## config.mk

```make
export PLATFORM = sky130hd
export DESIGN_NAME = chb_ctrl
export DESIGN_NICKNAME = d
export VERILOG_FILES = /design/src/design/chb_pkg.sv /design/src/design/chb_ctrl.sv
export SDC_FILE = /design/constraint.sdc
export NUM_CORES = 1
export LEC_CHECK = 0
export BUFFER_PORTS_ARGS = -buffer_cell sky130_fd_sc_hd__buf_2
export CAP_MARGIN = 20
export CELL_PAD_IN_SITES_DETAIL_PLACEMENT = 1
export CELL_PAD_IN_SITES_GLOBAL_PLACEMENT = 2
export CORE_UTILIZATION = 23
export CTS_CLUSTER_DIAMETER = 100
export DETAILED_ROUTE_END_ITERATION = 8
export GPL_TIMING_DRIVEN = 0
export PLACE_DENSITY_LB_ADDON = 0.15
export SYNTH_ARGS = -nofsm -noshare
export SYNTH_HDL_FRONTEND = slang
export SYNTH_SLANG_ARGS = --single-unit
export TNS_END_PERCENT = 100
```

## constraint.sdc

```tcl
create_clock -name aclk -period 1.9 [get_ports aclk]
set_input_delay 0 -clock aclk [delete_from_list [all_inputs] [get_ports aclk]]
set_output_delay 0 -clock aclk [all_outputs]
set_load 0.02 [all_outputs]
```

## src/design/chb_pkg.sv

```systemverilog
// Shared types, constants and quantizer functions for the color histogram block.
`default_nettype none

package chb_pkg;

    localparam int COMP_W   = 8;
    localparam int LVL_W    = 9;
    localparam int CNT_W    = 32;
    localparam int BIDX_W   = 12;
    localparam int OP_W     = 2;
    localparam int IDX_W    = 27;
    localparam int OFF_W    = 11;
    localparam int NUM_COMP = 3;
    localparam int CFG_AW   = 3;
    localparam int S_DATA_W = 40;
    localparam int M_DATA_W = 40;

    localparam logic [OP_W-1:0] OP_ADD   = 2'd0;
    localparam logic [OP_W-1:0] OP_READ  = 2'd1;
    localparam logic [OP_W-1:0] OP_CLEAR = 2'd2;
    localparam logic [OP_W-1:0] OP_NOP   = 2'd3;

    localparam logic [CFG_AW-1:0] REG_QUANT_MODE   = 3'd0;
    localparam logic [CFG_AW-1:0] REG_SPLIT_MODE   = 3'd1;
    localparam logic [CFG_AW-1:0] REG_LEVELS_RED   = 3'd2;
    localparam logic [CFG_AW-1:0] REG_LEVELS_GREEN = 3'd3;
    localparam logic [CFG_AW-1:0] REG_LEVELS_BLUE  = 3'd4;

    localparam logic [LVL_W-1:0] LEVELS_RESET = 9'd3;

    typedef struct packed {
        logic       load;
        logic       step;
        logic [1:0] comp;
        logic       bump_rd;
        logic       bump_wr;
        logic       bin_rd;
        logic       out_load;
        logic       clr_start;
        logic       clr_step;
    } chb_cmd_t;

    typedef struct packed {
        logic                split;
        logic [NUM_COMP-1:0] skip;
        logic                oor;
        logic                clr_last;
        logic                out_free;
    } chb_sts_t;

    function automatic logic [3:0] eff_bits(input logic [LVL_W-1:0] l);
        return (l > 9'd8) ? 4'd8 : l[3:0];
    endfunction

    function automatic logic [LVL_W-1:0] radix_of(input logic [LVL_W-1:0] l, input logic qm);
        return qm ? l : (LVL_W'(1) << eff_bits(l));
    endfunction

    function automatic logic [LVL_W-1:0] quantize(input logic [COMP_W-1:0] c,
                                                  input logic [LVL_W-1:0]  l,
                                                  input logic              qm);
        logic [COMP_W+LVL_W-1:0] prod;
        logic [LVL_W-1:0]        q;
        prod = (COMP_W+LVL_W)'(c) * (COMP_W+LVL_W)'(l);
        if (qm) begin
            q = prod[COMP_W+LVL_W-1:COMP_W];
            if (q >= l) begin
                q = l - 1'b1;
            end
        end else begin
            q = LVL_W'(c >> (4'd8 - eff_bits(l)));
        end
        return q;
    endfunction

endpackage

`default_nettype wire

```

## src/design/chb_ctrl.sv

```systemverilog
// Controller state machine: sequences quantize, index steps, bin updates, reads and clears.
`default_nettype none

module chb_ctrl #(
    parameter int COMPONENTS = 3
) (
    input  wire                     aclk,
    input  wire                     aresetn,
    input  wire                     s_tvalid,
    input  wire  [chb_pkg::OP_W-1:0] s_op,
    output logic                    s_tready,
    input  wire  chb_pkg::chb_sts_t sts,
    output chb_pkg::chb_cmd_t       cmd
);
    import chb_pkg::*;

    localparam logic [2:0] S_CLR  = 3'd0;
    localparam logic [2:0] S_IDLE = 3'd1;
    localparam logic [2:0] S_STEP = 3'd2;
    localparam logic [2:0] S_BRD  = 3'd3;
    localparam logic [2:0] S_BWR  = 3'd4;
    localparam logic [2:0] S_RRD  = 3'd5;
    localparam logic [2:0] S_ROUT = 3'd6;

    localparam logic [1:0] LAST_COMP = 2'(COMPONENTS - 1);

    logic [2:0] state_reg, state_next;
    logic [1:0] comp_reg, comp_next;
    logic       last;

    assign last     = (comp_reg == LAST_COMP);
    assign s_tready = (state_reg == S_IDLE);

    always_comb begin
        state_next = state_reg;
        comp_next  = comp_reg;
        cmd        = '0;
        cmd.comp   = comp_reg;
        unique case (state_reg)
            S_CLR: begin
                cmd.clr_step = 1'b1;
                if (sts.clr_last) begin
                    state_next = S_IDLE;
                end
            end
            S_IDLE: begin
                if (s_tvalid) begin
                    unique case (s_op)
                        OP_ADD: begin
                            cmd.load   = 1'b1;
                            comp_next  = 2'd0;
                            state_next = S_STEP;
                        end
                        OP_READ: begin
                            cmd.load   = 1'b1;
                            state_next = S_RRD;
                        end
                        OP_CLEAR: begin
                            cmd.clr_start = 1'b1;
                            state_next    = S_CLR;
                        end
                        OP_NOP: begin
                        end
                    endcase
                end
            end
            S_STEP: begin
                cmd.step = 1'b1;
                if (sts.split) begin
                    if (!sts.skip[comp_reg]) begin
                        state_next = S_BRD;
                    end else if (last) begin
                        state_next = S_IDLE;
                    end else begin
                        comp_next = comp_reg + 2'd1;
                    end
                end else if (last) begin
                    state_next = S_BRD;
                end else begin
                    comp_next = comp_reg + 2'd1;
                end
            end
            S_BRD: begin
                cmd.bump_rd = 1'b1;
                if (!sts.oor) begin
                    state_next = S_BWR;
                end else if (sts.split && !last) begin
                    comp_next  = comp_reg + 2'd1;
                    state_next = S_STEP;
                end else begin
                    state_next = S_IDLE;
                end
            end
            S_BWR: begin
                cmd.bump_wr = 1'b1;
                if (sts.split && !last) begin
                    comp_next  = comp_reg + 2'd1;
                    state_next = S_STEP;
                end else begin
                    state_next = S_IDLE;
                end
            end
            S_RRD: begin
                cmd.bin_rd = 1'b1;
                state_next = S_ROUT;
            end
            S_ROUT: begin
                if (sts.out_free) begin
                    cmd.out_load = 1'b1;
                    state_next   = S_IDLE;
                end
            end
            default: begin
                state_next = S_IDLE;
            end
        endcase
    end

    always_ff @(posedge aclk) begin
        if (!aresetn) begin
            state_reg <= S_CLR;
            comp_reg  <= 2'd0;
        end else begin
            state_reg <= state_next;
            comp_reg  <= comp_next;
        end
    end

endmodule

`default_nettype wire

```

==> results of run 1 <==
## per-layer routing
| layer | share of wire, % | up-vias | GRT usage (%) |
|---|---|---|---|
| met4 | 0 | 0 | 3.214 |
| met1 | 49 | 355 | 18.10 |
| met3 | 3.5 | 0 | 2.791 |
| li1 | - | 372 | - |
| met2 | 47 | 19 | 22.20 |
| met5 | 0 | - | 0 |
## final cells by class
type	count	area [µm²]
Fill cell	345	1867
Multi-Input combinational cell	70	509.2
Timing Repair Buffer	23	120.1
Sequential cell	5	106.4
Tap cell	31	38.79
Buffer	5	37.54
Inverter	7	28.78
Clock buffer	4	26.28
## per-stage QoR
step                      total power, µW  util (%)  setup TNS (ns)  hold WS, ns
final                               330.7     31.72               0      0.05567
after global routing                359.8     31.72      -0.0006326      0.06741
after CTS                           339.4     30.71               0      0.05765
after detailed placement            212.0     29.47         -0.2485       0.3111
after global placement              211.3     29.47         -0.2107       0.3056
after floorplan                     177.1         -               0       0.1289
## power by group through the flow
stage          combinational, µW  clock, µW  sequential, µW
6_report                     104        119             107
5_1_grt                      117        136             107
3_5_place_dp                 102          0             111
2_1_floorplan               66.8          0             110
4_1_cts                      105        125             109
3_3_place_gp                 101          0             111
## cells by family after synthesis
logic type	share of synthesized area (%)
and+or+nand+nor	28.41
AOI/OAI and AO/OA	25.95
buffers and inverters	9.657
adders and majority gates	11.36
muxes	9.470
DFF	15.15
## cells in the mapped netlist (2+ instances only)
master,n
dfxtp_1,5
o311ai_0,2
o21ai_0,6
buf_4,2
and3_1,2
nand2b_1,5
inv_1,6
ha_1,6
nor2_1,8
a21oi_1,3
nand2_1,9
mux2i_1,4
a21o_1,2
## worst max-delay path, delay by kind of cell, from the launching register on
family | cells | cell delay [ns]
simple gates | 2 | 0.29
flops | 1 | 0.35
mux | 1 | 0.18
buf+inv | 2 | 0.23
compound gates | 2 | 0.47
fa+ha+maj | 1 | 0.15
## worst paths after layout
path	from	end	slack, ns	cells after the start
max	comp_reg[0]	comp_reg[0]	0.13	8
min reg2reg	comp_reg[1]	comp_reg[1]	0.50	2
max reg2reg	comp_reg[0]	comp_reg[0]	0.13	8
min	aresetn	state_reg[2]	0.06	3
## timing repair
action                                  4_1_cts  5_1_grt
resized for setup                             0        7
pin swaps                                     1        2
buffers inserted                              1        1
endpoints found under the setup margin        2        2
gates cloned                                  0        0
==> metrics.md, run 1 <==
| Metric | Value |
|---|---|
| Outcome | finished, final reports clean |
| Io pins | 23 |
| Vias in the first global route | 725 |
| Initial Util | 24.16% |
| Post-DRT Antenna Nets | 0 |
| Hold Crit Class | input port to flip-flop |
| Final setup fails | 0 |
| Final instance area | 867.1 µm² |
| Fin crit share | 93.03% |
| Number of placement rows | 19 |
| Die area | 3091 µm² |
| Pre-CTS setup slack | -0.1465 ns |
| DR vias/cell | 5.145 |
| GPL Wtd Cong | 0.7531 |
| Min Tclk post-route | 1.768 ns |
| Asr flop ratio synth | 0% |
| Most common cell after layout, fill and taps aside | buf_2 |
| Setup ws final | 0.1324 ns |
| Worst slew margin | 70.80% |
| Tot GR Track Use | 13.51% |
| Max reg flops | 3 |
| Most frequent cells in the layout | 21 x buf_2, 9 x nand2_1, 8 x nor2_1 |
| Fin cells | 145 |
| Antenna Cells | 0 |
| Crit Path Category | flip-flop to flip-flop |
| Leak | 0.0003870 µW |
| Syn avg cell area | 7.593 µm² |
| Number of synthesis warnings | 0 |
| Critical path cell sequence | inv_4 > ha_4 > and2b_2 > a21o_1 > nand2_1 > a222oi_1 > buf_4 > mux2i_1 |
| Slowest stage cell on the critical path | dfxtp_4 |
| Post-Syn Area | 660.6 µm² |
| CTS buffer count | 3 |
| Max_cap viols | 0 |
| Top cells by area, synth | dfxtp_1 15%, ha_1 11%, mux2i_1 6.1% |
| CTS tree | yes |
| Share of power burned in registers | 32.5% |
| Clk_lat worst skew | 0.24 ns |
| WL/cell | 13.28 µm |
| Sw power | 100.7 µW |
| Ratio of cells with drive above 1 in the final layout | 33.33% |
| TritonCTS sink count | 5 |
| DRC Markers | 0 |
| GR Overflow Total | 0 |
| First-pass GRT wire length | 3312 µm |
| CTS H-tree lvls | 1 |
| P_int | 230.0 µW |
| Hold-fix buffers at CTS | 0 |
| Nets | 133 |
| Flops & latches, synth | 5 |
| Final Hold Fails | 0 |
| Comb power frac | 31.5% |
| Register area share after synthesis | 15.15% |
| Final WL | 1926 µm |
| CP max stage delay | 0.35 ns |
| I/O Buffers | 21 |
| Largest net degree at the start of global routing | 11 |
| Post-synth top area share | 15.15% |
| Pre-antenna DRT Iters | 5 |
| Max Fclk | 565.7 MHz |
| Req. time, crit path | 2.06 ns |
| Worst-margin pin slew | 0.4325 ns |
| Startpoint type of the worst setup path | flip-flop |
| Critical Path Sink Type | flip-flop |
| Final HPWL DP | 1553 µm |
| Worst-path fanout max | 4 |
| Peak supply drop | 362.8 µV |
| Count of flip-flops with a built-in enable after synthesis | 0 |
| Most common flop cell mapped by yosys | dfxtp_1 |
| Power Dens Cells | 381.4 nW/µm² |
| Clock skew | 0.001357 ns |
| Clock network power share | 36.1% |
| Post-synth cell types | 40 |
| Core ar. | 2734 µm² |
| Initial antenna violation count | 0 |
| Root Driver | clkbuf_4 |
| Vias post-DR | 746 |
| Die Span Y | 55.60 µm |
| Placed cell area | 805.8 µm² |
| CP arrival | 1.92 ns |
| Mapped Nets | 105 |
| Post-Place Cells | 139 |
| Clock slew at reported path FFs | 0.04 ns |
| Mapped Cells | 87 |
| Slew Limit Fails | 0 |
| Max Root-Sink Buffers | 2 |
| Area growth syn-to-layout | 31.25% |
| Yosys top cell by area | dfxtp_1 |
| Sw Ratio | 30.45% |
| DRT iter0 DRCs | 13 |
| Chip width | 55.60 µm |
No activity file was read; power rests on OpenSTA's default activity.
==> run 2: changes to the inputs <==
PLACE_DENSITY = 0.79   (was unset)
PLACE_DENSITY_LB_ADDON = unset   (was 0.15)
==> run 2 against run 1 <==
  * Clock power about the same
  * Flip-flop and latch count unchanged
  * Sequential share of layout area decreased by 0.18 points
  * Hold slack about the same
  * Register-to-register slack got worse by 0.03 ns
  * Final area decreased by 0.87%
  * Total power increased by 1.8%
  * Critical path type unchanged
  * Critical endpoint unchanged
  * Largest power group unchanged
==> metrics.md, run 2 (synthesized netlist as in run 1, its figures left out) <==
| Metric | Value |
|---|---|
| Outcome | finished, final reports clean |
| DRT iter0 DRCs | 13 |
| Number of placement rows | 19 |
| CTS H-tree lvls | 1 |
| Clock network power share | 36.4% |
| Peak supply drop | 385.4 µV |
| Fin crit share | 94.44% |
| CTS buffer count | 3 |
| Crit path from | comp_reg[0] |
| Pre-antenna DRT Iters | 4 |
| Slew Limit Fails | 0 |
| Register-to-register setup slack | 0.11 ns |
| Final HPWL DP | 1554 µm |
| GPL Wtd Cong | 0.7636 |
| Worst R2R Path Depth | 8 |
| Worst-margin pin slew | 0.4381 ns |
| Post-DRT Antenna Nets | 0 |
| CP arrival | 1.95 ns |
| Sw power | 105.3 µW |
| I/O Buffers | 21 |
| Power Dens Cells | 391.5 nW/µm² |
| Worst Setup EP | comp_reg[0] |
| Die area | 3091 µm² |
| GR Overflow Total | 0 |
| WL/cell | 13.38 µm |
| DR vias/cell | 5.253 |
| Comb power frac | 31.7% |
| Unrepaired setup endpoints after global routing | no |
| TritonCTS sink count | 5 |
| Total chip power | 336.5 µW |
| Share of power burned in registers | 31.9% |
| Clock slew at reported path FFs | 0.04 ns |
| Post-layout util | 31.44% |
| First-pass GRT wire length | 3277 µm |
| Crit Path Category | flip-flop to flip-flop |
| DRC Markers | 0 |
| Sw Ratio | 31.28% |
| Clock skew | 0.001117 ns |
| Setup ws final | 0.1057 ns |
| Area of the multi-input gates | 499.2 µm² |
| Antenna Cells | 0 |
| Tot GR Track Use | 13.02% |
| Leak | 0.0003874 µW |
| Vias post-DR | 767 |
| Final WL | 1953 µm |
| Clk_lat worst skew | 0.24 ns |
| Fillers | 353 |
| Pre-CTS setup slack | -0.1506 ns |
| Max Root-Sink Buffers | 2 |
| Root Driver | clkbuf_4 |
| Worst-path fanout max | 4 |
| CTS tree | yes |
| Max reg flops | 3 |
| Nets | 134 |
| Worst slew margin | 70.54% |
| Min Tclk post-route | 1.794 ns |
| Hold-fix buffers at CTS | 0 |
| Setup TNS | 0 ns |
| Die Span Y | 55.60 µm |
| Io pins | 23 |
| Final setup fails | 0 |
| Startpoint type of the worst setup path | flip-flop |
| Reg-to-reg endpoint | comp_reg[0] |
| Most common cell after layout, fill and taps aside | buf_2 |
| Most frequent cells in the layout | 21 x buf_2, 9 x nand2_1, 8 x nor2_1 |
| Final Hold Fails | 0 |
| Core ar. | 2734 µm² |
| Vias in the first global route | 740 |
| Hold Crit Class | input port to flip-flop |
| Crit Reg-Reg Startpoint | comp_reg[0] |
| Ratio of cells with drive above 1 in the final layout | 31.30% |
| Critical Path Sink Type | flip-flop |
| Max_cap viols | 0 |
| P_int | 231.3 µW |
| Req. time, crit path | 2.06 ns |
| Chip width | 55.60 µm |
| Largest net degree at the start of global routing | 11 |
| Initial Util | 24.16% |
| Max Fclk | 557.3 MHz |
| Initial antenna violation count | 0 |
| Area growth syn-to-layout | 30.11% |
| Reg area | 103.9 µm² |
run 2: changes by cell type in the layout (fill, tap and decap cells not counted), sizes merged:
cell | before | now
buf | 26 | 27
run 2: how the worst min path moves through the flow:
stage / startpoint / to / slack, ns / cells past startpoint
finish: aresetn / state_reg[2] / 0.06 / 3
CTS: aresetn / state_reg[2] / 0.05 / 3
floorplan: sts[0] / cmd[2] / 0.13 / 2
detailed placement: aresetn / state_reg[2] / 0.31 / 3
global placement: aresetn / state_reg[2] / 0.30 / 3
global route: aresetn / state_reg[2] / 0.06 / 3
run 2: repair_timing:
action                     4_1_cts  5_1_grt
cloned                           0        0
gates resized for setup          0        3
setup endpoints to repair        2        3
pin swaps                        1        1
buffers inserted                 1        2
run 2: layout make-up:
cell class / count / share of cell area [%]
clock buffer: 4 / 3.057
buffer: 5 / 4.367
sequential: 5 / 12.08
timing repair buffer: 24 / 14.85
tap: 31 / 4.512
inverter: 7 / 3.057
multi-input combinational: 70 / 58.08
run 2: critical path, cell delays in order, from the launching register on:
cell and delay [ns]:
dfxtp_4 0.37, inv_1 0.07, ha_2 0.19, and2b_2 0.25
a21o_1 0.12, nand2_1 0.05, a222oi_1 0.32, buf_4 0.18
mux2i_1 0.18
run 2: power groups by stage:
stage                     clock network [µW]  logic, µW  registers (µW)
final                                    122        107             107
after global routing                     137        118             107
after CTS                                126        106             109
after detailed placement                   0        102             111
after global placement                     0       99.7             111
after floorplan                            0       66.8             110
run 2: per-stage QoR:
stage / area (µm²) / cells / hold slack [ns]
floorplan: 661.9 / 87 / 0.1289
global placement: 805.8 / 139 / 0.2967
detailed placement: 805.8 / 139 / 0.3085
CTS: 839.6 / 144 / 0.05481
global route: 859.6 / 146 / 0.05501
finish: 859.6 / 146 / 0.05536
run 2: per-layer routing:
metal	share of wire [%]	GRT usage, %	wire [µm]	vias to the layer above
met4	1.3	3.571	25	0
met3	5.4	3.256	105	2
met1	46	16.52	904	367
met5	0	0	0	-
met2	47	21.86	916	27
li1	-	-	-	371
